===== src/hw/rtl/rosy_field_vector_expand_defines.svh =====
// ----------------------------------------------------------------------------
// Assertion macros for the rosy field vector expansion block
// Both macros check on the rising edge of clk_i and are held off in reset.
// ----------------------------------------------------------------------------
`ifndef ROSY_FIELD_VECTOR_EXPAND_DEFINES_SVH
`define ROSY_FIELD_VECTOR_EXPAND_DEFINES_SVH

// Check that the consequent holds in the same cycle as the antecedent
`define RFVE_ASSERT_SAME(lbl, ante, cons, msg) \
  lbl: assert property (@(posedge clk_i) disable iff (!rst_ni) (ante) |-> (cons)) \
    else $error(msg);

// Check that the consequent holds in the cycle after the antecedent
`define RFVE_ASSERT_NEXT(lbl, ante, cons, msg) \
  lbl: assert property (@(posedge clk_i) disable iff (!rst_ni) (ante) |=> (cons)) \
    else $error(msg);

`endif


===== src/hw/rtl/rfve_pkg.sv =====
`timescale 1ns / 1ps
// ----------------------------------------------------------------------------
// rfve_pkg
// Widths, CORDIC constants and shared types for the field vector expansion.
// ----------------------------------------------------------------------------
package rfve_pkg;

  localparam int unsigned MAX_DEGREE_DEF  = 9;
  localparam int unsigned QUEUE_DEPTH_DEF = 4;
  localparam int unsigned CORDIC_STEPS    = 24;

  localparam int unsigned R_W       = 24;
  localparam int unsigned B_W       = 16;
  localparam int unsigned OUT_W     = 24;
  localparam int unsigned DEG_REG_W = 4;
  localparam int unsigned COPY_W    = 4;
  localparam int unsigned ANG_W     = 32;
  localparam int unsigned LEN_W     = 24;

  // 1/K of the CORDIC gain in Q.30
  localparam logic signed [33:0] GAIN_INV = 34'sd652032874;

  // atan(2^-i) in units of a full turn = 2^32
  localparam logic [ANG_W-1:0] TURN_ATAN [CORDIC_STEPS] = '{
    32'h20000000, 32'h12E4051E, 32'h09FB385B, 32'h051111D4, 32'h028B0D43,
    32'h0145D7E1, 32'h00A2F61E, 32'h00517C55, 32'h0028BE53, 32'h00145F2F,
    32'h000A2F98, 32'h000517CC, 32'h00028BE6, 32'h000145F3, 32'h0000A2FA,
    32'h0000517D, 32'h000028BE, 32'h0000145F, 32'h00000A30, 32'h00000518,
    32'h0000028C, 32'h00000146, 32'h000000A3, 32'h00000051
  };

  // One classified face waiting in the queue
  typedef struct packed {
    logic [ANG_W-1:0]        phi;
    logic [LEN_W-1:0]        len;
    logic [2:0][B_W-1:0]     b1;
    logic [2:0][B_W-1:0]     b2;
  } face_t;

  // Per-copy side data carried down the back pipeline
  typedef struct packed {
    logic [2:0][B_W-1:0]     b1;
    logic [2:0][B_W-1:0]     b2;
    logic [LEN_W-1:0]        len;
    logic [COPY_W-1:0]       copy_index;
    logic                    last_copy;
  } copy_t;

  // Queue status seen by the front and the back
  typedef struct packed {
    logic full;
    logic empty;
  } q_stat_t;

endpackage


===== src/hw/rtl/rfve_fifo.sv =====
`timescale 1ns / 1ps
// ----------------------------------------------------------------------------
// rfve_fifo
// Short queue of classified faces between the front and the back.
// ----------------------------------------------------------------------------
module rfve_fifo import rfve_pkg::*; #(
  parameter int unsigned DEPTH = QUEUE_DEPTH_DEF
) (
  input  logic    clk_i,
  input  logic    rst_ni,
  input  logic    push_i,
  input  face_t   data_i,
  input  logic    pop_i,
  output face_t   data_o,
  output q_stat_t stat_o
);

  localparam int unsigned AW = (DEPTH > 1) ? $clog2(DEPTH) : 1;

  face_t             mem_q [DEPTH];
  logic [AW-1:0]     wptr_q, wptr_d;
  logic [AW-1:0]     rptr_q, rptr_d;
  logic [AW:0]       cnt_q, cnt_d;

  // Advance pointers with wrap at the depth
  always_comb begin
    wptr_d = wptr_q;
    rptr_d = rptr_q;
    cnt_d  = cnt_q;
    if (push_i) begin
      wptr_d = (32'(wptr_q) == DEPTH - 1) ? '0 : wptr_q + AW'(1);
    end
    if (pop_i) begin
      rptr_d = (32'(rptr_q) == DEPTH - 1) ? '0 : rptr_q + AW'(1);
    end
    if (push_i && !pop_i) begin
      cnt_d = cnt_q + (AW+1)'(1);
    end else if (pop_i && !push_i) begin
      cnt_d = cnt_q - (AW+1)'(1);
    end
  end

  always_ff @(posedge clk_i or negedge rst_ni) begin
    if (!rst_ni) begin
      wptr_q <= '0;
      rptr_q <= '0;
      cnt_q  <= '0;
    end else begin
      wptr_q <= wptr_d;
      rptr_q <= rptr_d;
      cnt_q  <= cnt_d;
    end
  end

  always_ff @(posedge clk_i) begin
    if (push_i) begin
      mem_q[wptr_q] <= data_i;
    end
  end

  assign data_o       = mem_q[rptr_q];
  assign stat_o.full  = (32'(cnt_q) == DEPTH);
  assign stat_o.empty = (cnt_q == '0);

endmodule


===== config.mk =====
export PLATFORM = sky130hd
export DESIGN_NAME = rfve_fifo
export DESIGN_NICKNAME = d
export VERILOG_FILES = /design/src/hw/rtl/rosy_field_vector_expand_defines.svh /design/src/hw/rtl/rfve_pkg.sv /design/src/hw/rtl/rfve_fifo.sv
export SDC_FILE = /design/constraint.sdc
export NUM_CORES = 1
export LEC_CHECK = 0
export BUFFER_PORTS_ARGS = -buffer_cell sky130_fd_sc_hd__buf_2
export CORE_ASPECT_RATIO = 1.25
export CORE_UTILIZATION = 45
export CTS_BUF_LIST = sky130_fd_sc_hd__clkbuf_8
export DETAILED_ROUTE_END_ITERATION = 7
export MAX_ROUTING_LAYER = met4
export PLACE_DENSITY = 0.72
export SETUP_SLACK_MARGIN = 0.3
export SYNTH_ARGS = -nofsm -noshare
export SYNTH_HDL_FRONTEND = slang
export SYNTH_SLANG_ARGS = --single-unit
export TNS_END_PERCENT = 5

===== constraint.sdc =====
create_clock -name clk_i -period 5.4 [get_ports clk_i]
set_clock_uncertainty 0.1 [all_clocks]
set_input_delay 0.81 -clock clk_i [delete_from_list [all_inputs] [get_ports clk_i]]
set_output_delay 0.81 -clock clk_i [all_outputs]
set_load 0.02 [all_outputs]

==> flow_metrics.py <==
metrics = {
    "finish": {
        "post-route-util_pct": 54.13,
        "drive_gt1_share_pct": 46.33,
        "finalNonFillerCells": 1937,
        "fillers": 3733,
        "seq_area_um2": 18440,
        "multi_input_area_um2": 3655,
        "area_growth_pct": 18.06,
        "fin_area_um2": 26330,
        "fin_nets": 1376,
    },
    "worst_setup_path": {
        "path_cells": "buf_4 > mux4_2 > buf_2",
        "critPathRequiredTime_ps": 4490,
        "reg2reg_depth": 4,
        "end_kind": "primary output",
        "crit_slowest_cell": "dfrtp_4",
        "startpoint_type": "flip-flop",
        "cp_max_fo": 39,
        "slowest_delay_ps": 980,
        "r2r-end": "mem_q[1][88]$_DFFE_PP_",
        "worst-setup-path-type": "flip-flop to primary output",
        "r2r_setup_slack_ps": 2900,
        "arrival_ps": 2950,
        "crit-reg2reg-launch": "wptr_q[1]$_DFFE_PN0P_",
    },
    "die": {
        "coreArea_um2": 48650,
        "io_pins": 310,
        "die_area_um2": 50470,
        "row_count": 90,
        "chipHeight_um": 250.9,
        "die_x_um": 201.1,
        "start_util_pct": 45.85,
    },
    "power_and_ir_drop": {
        "pwr-share-clk_pct": 23.9,
        "p_int_w": 0.009648,
        "ir_drop_mv": 0.3585,
        "switchingPower_w": 0.004592,
        "power_frac_comb_pct": 30.7,
        "swShare_pct": 32.25,
        "p_per_area_nw_per_um2": 540.7,
        "p_leak_nw": 9.025,
        "total_power_w": 0.01424,
        "pwr-share-seq_pct": 45.5,
    },
    "global_routing": {
        "grt-ovfl-total": 0,
        "grt_pass1_wl_um": 64650,
        "grt_pass1_vias": 10890,
        "antenna_found_initial": 10,
        "grt_max_degree": 120,
        "use_met2_pct": 29.23,
        "grt_usage_pct": 17.88,
        "grt_busiest_layer": "met2",
        "use_met1_pct": 20.64,
        "grt_use_met3_pct": 4.822,
    },
    "synthesis": {
        "synth_cells": 831,
        "syn_nets": 994,
        "syn_area_um2": 22310,
        "syn_area_per_cell_um2": 26.84,
        "seq_area_frac_synth_pct": 82.63,
        "yosys_register_bits": 615,
        "ys_warn_count": 0,
        "yosysTopAreaCellShare_pct": 81.85,
        "yosysTopAreaCell": "edfxtp_1",
        "post_synth_num_cell_types": 20,
        "synth.top_cells.by_area": "edfxtp_1, mux4_2, dfrtp_1, buf_2, buf_6",
    },
    "place": {
        "place_area_um2": 24640,
        "gp_congestion": 0.7197,
        "dp.cells": 1762,
        "port_buffers": 309,
        "dp_hpwl_um": 24970,
    },
    "clocking": {
        "cts-buffers-inserted": 92,
        "clock_sinks": 615,
        "ctsResizeCount": 0,
        "post_cts_buffers": 0,
        "clockRootBuffer": "clkbuf_8",
        "cts_buffer_depth": 3,
        "h-tree-depth": 3,
        "clk_pin_slew_ps": 60,
        "cts_tree": "yes",
        "holdBufCountCts": 1,
        "clk_latency_ps": 640,
    },
    "route": {
        "vias": 10100,
        "dr.pass1.iters": 4,
        "via_per_inst": 5.212,
        "drt_iter0_markers": 582,
        "drt_wl_total_um": 43100,
        "wl_per_cell_um": 22.25,
        "drc": 0,
        "ant_nets": 0,
    },
    "timing": {
        "setup_viol": 0,
        "tightestPinTransition_ps": 973.0,
        "period_needed_ps": 3861,
        "hold_violations": 0,
        "fmax_mhz": 259.0,
        "maxSlewViolCount": 0,
        "rsz0062_at_grt": "false",
        "slew_headroom_pct": 35.13,
        "fin_tns_setup_ps": 0,
        "fin_crit_sh_pct": 71.49,
    },
    "hold_path": {
        "hold_path_depth": 1,
        "hold_end": "mem_q[2][117]$_DFFE_PP_",
        "hold_start": "data_i[117]",
        "hp-class": "input pin to flip-flop",
    },
    "status": {
        "outcome": "completed",
    },
    "job": {
        "drv_cap": 0,
    },
}
[worst max-delay path, delay by kind of cell, from the launching register on]
family	cells	cell delay, ps
buffers and inverters	2	710
flip-flops	1	980
multiplexers	1	580
[cell families after synthesis]
logic type	synth area share (%)
DFF	82.63
muxes	15.50
buffers and inverters	1.027
and+or+nand+nor	0.2524
adders and majority gates	0.4263
xor gates and xnor gates	0.1178
AOI/OAI and AO/OA	0.04488
[power by group through the flow]
stage               clock (W)  combinational (W)  sequential [W]
floorplan                   0            0.00320         0.00644
global placement            0            0.00446         0.00653
detailed placement          0            0.00447         0.00659
CTS                   0.00352            0.00449         0.00650
global route          0.00370            0.00464         0.00655
finish                0.00340            0.00437         0.00647
[metrics by stage]
stage	worst slack, ps	hold slack (ps)
after detailed placement	2090	392.8
after global routing	1258	213.8
after global placement	2092	372.3
final	1539	265.5
after CTS	1337	175.2
after floorplan	492.9	356.3
[how the worst max path moves through the flow]
stage,from,endpoint,cells past startpoint
floorplan,push_i,mem_q[2][0]$_DFFE_PP_,1
global placement,rptr_q[0]$_DFFE_PN0P_,data_o[62],3
detailed placement,rptr_q[0]$_DFFE_PN0P_,data_o[62],3
CTS,rptr_q[0]$_DFFE_PN0P_,data_o[62],3
global route,rptr_q[0]$_DFFE_PN0P_,data_o[62],3
finish,rptr_q[0]$_DFFE_PN0P_,data_o[56],3
[registers in the layout (all words and copies together), names as in the netlist]
register,flops
cnt_q,3
wptr_q,2
mem_q,608
rptr_q,2
[metal layers]
| layer | part of all wire (%) | wire, um |
|---|---|---|
| met1 | 38 | 16210 |
| met2 | 52 | 22570 |
| met3 | 7.1 | 3080 |
| met4 | 2.9 | 1241 |
| met5 | 0 | 0 |
[cell usage in the layout (no fill, tap or decap)]
cell type      Yosys  final
and2_4             0      4
buf_12             0      7
buf_2             18    309
buf_4              1      5
bufinv_16          0      2
clkbuf_8           0     96
clkinv_1           0     16
clkinv_2           0      9
clkinvlp_4         0      4
dfrtp_1            7      5
dfrtp_4            0      2
diode_2            0     11
dlygate4sd3_1      0      1
edfxtp_1         608    608
fa_1               1      1
ha_1               6      6
inv_1              4     39
inv_6              0      1
mux2_2             3      3
mux4_2           152    152
nand2_1            2      2
nor2_1             3      3
nor3_1             1      1
nor3b_1            1      1
o21ai_0            2      2
xnor2_1            1      1
xor2_1             2      2
[final cells by class]
class	instances	area share, %
repair buffers	322	6.585
flip-flops and latches	615	70.02
multi-input cells	178	13.88
diodes	11	0.1045
clock inverters	67	1.273
well taps	644	3.060
clock buffers	96	5.017
inverters	4	0.05702
[Yosys cell counts]
library cell,n
fa_1,1
nor3b_1,1
and2_1,4
o21ai_0,2
buf_1,2
inv_1,4
mux4_2,152
ha_1,6
xor2_1,2
dfrtp_1,7
buf_4,1
buf_2,18
nor2_1,3
xnor2_1,1
nor3_1,1
edfxtp_1,608
clkbuf_1,5
buf_6,8
mux2_2,3
nand2_1,2
Note: power is estimated with default switching activity, not from simulation.
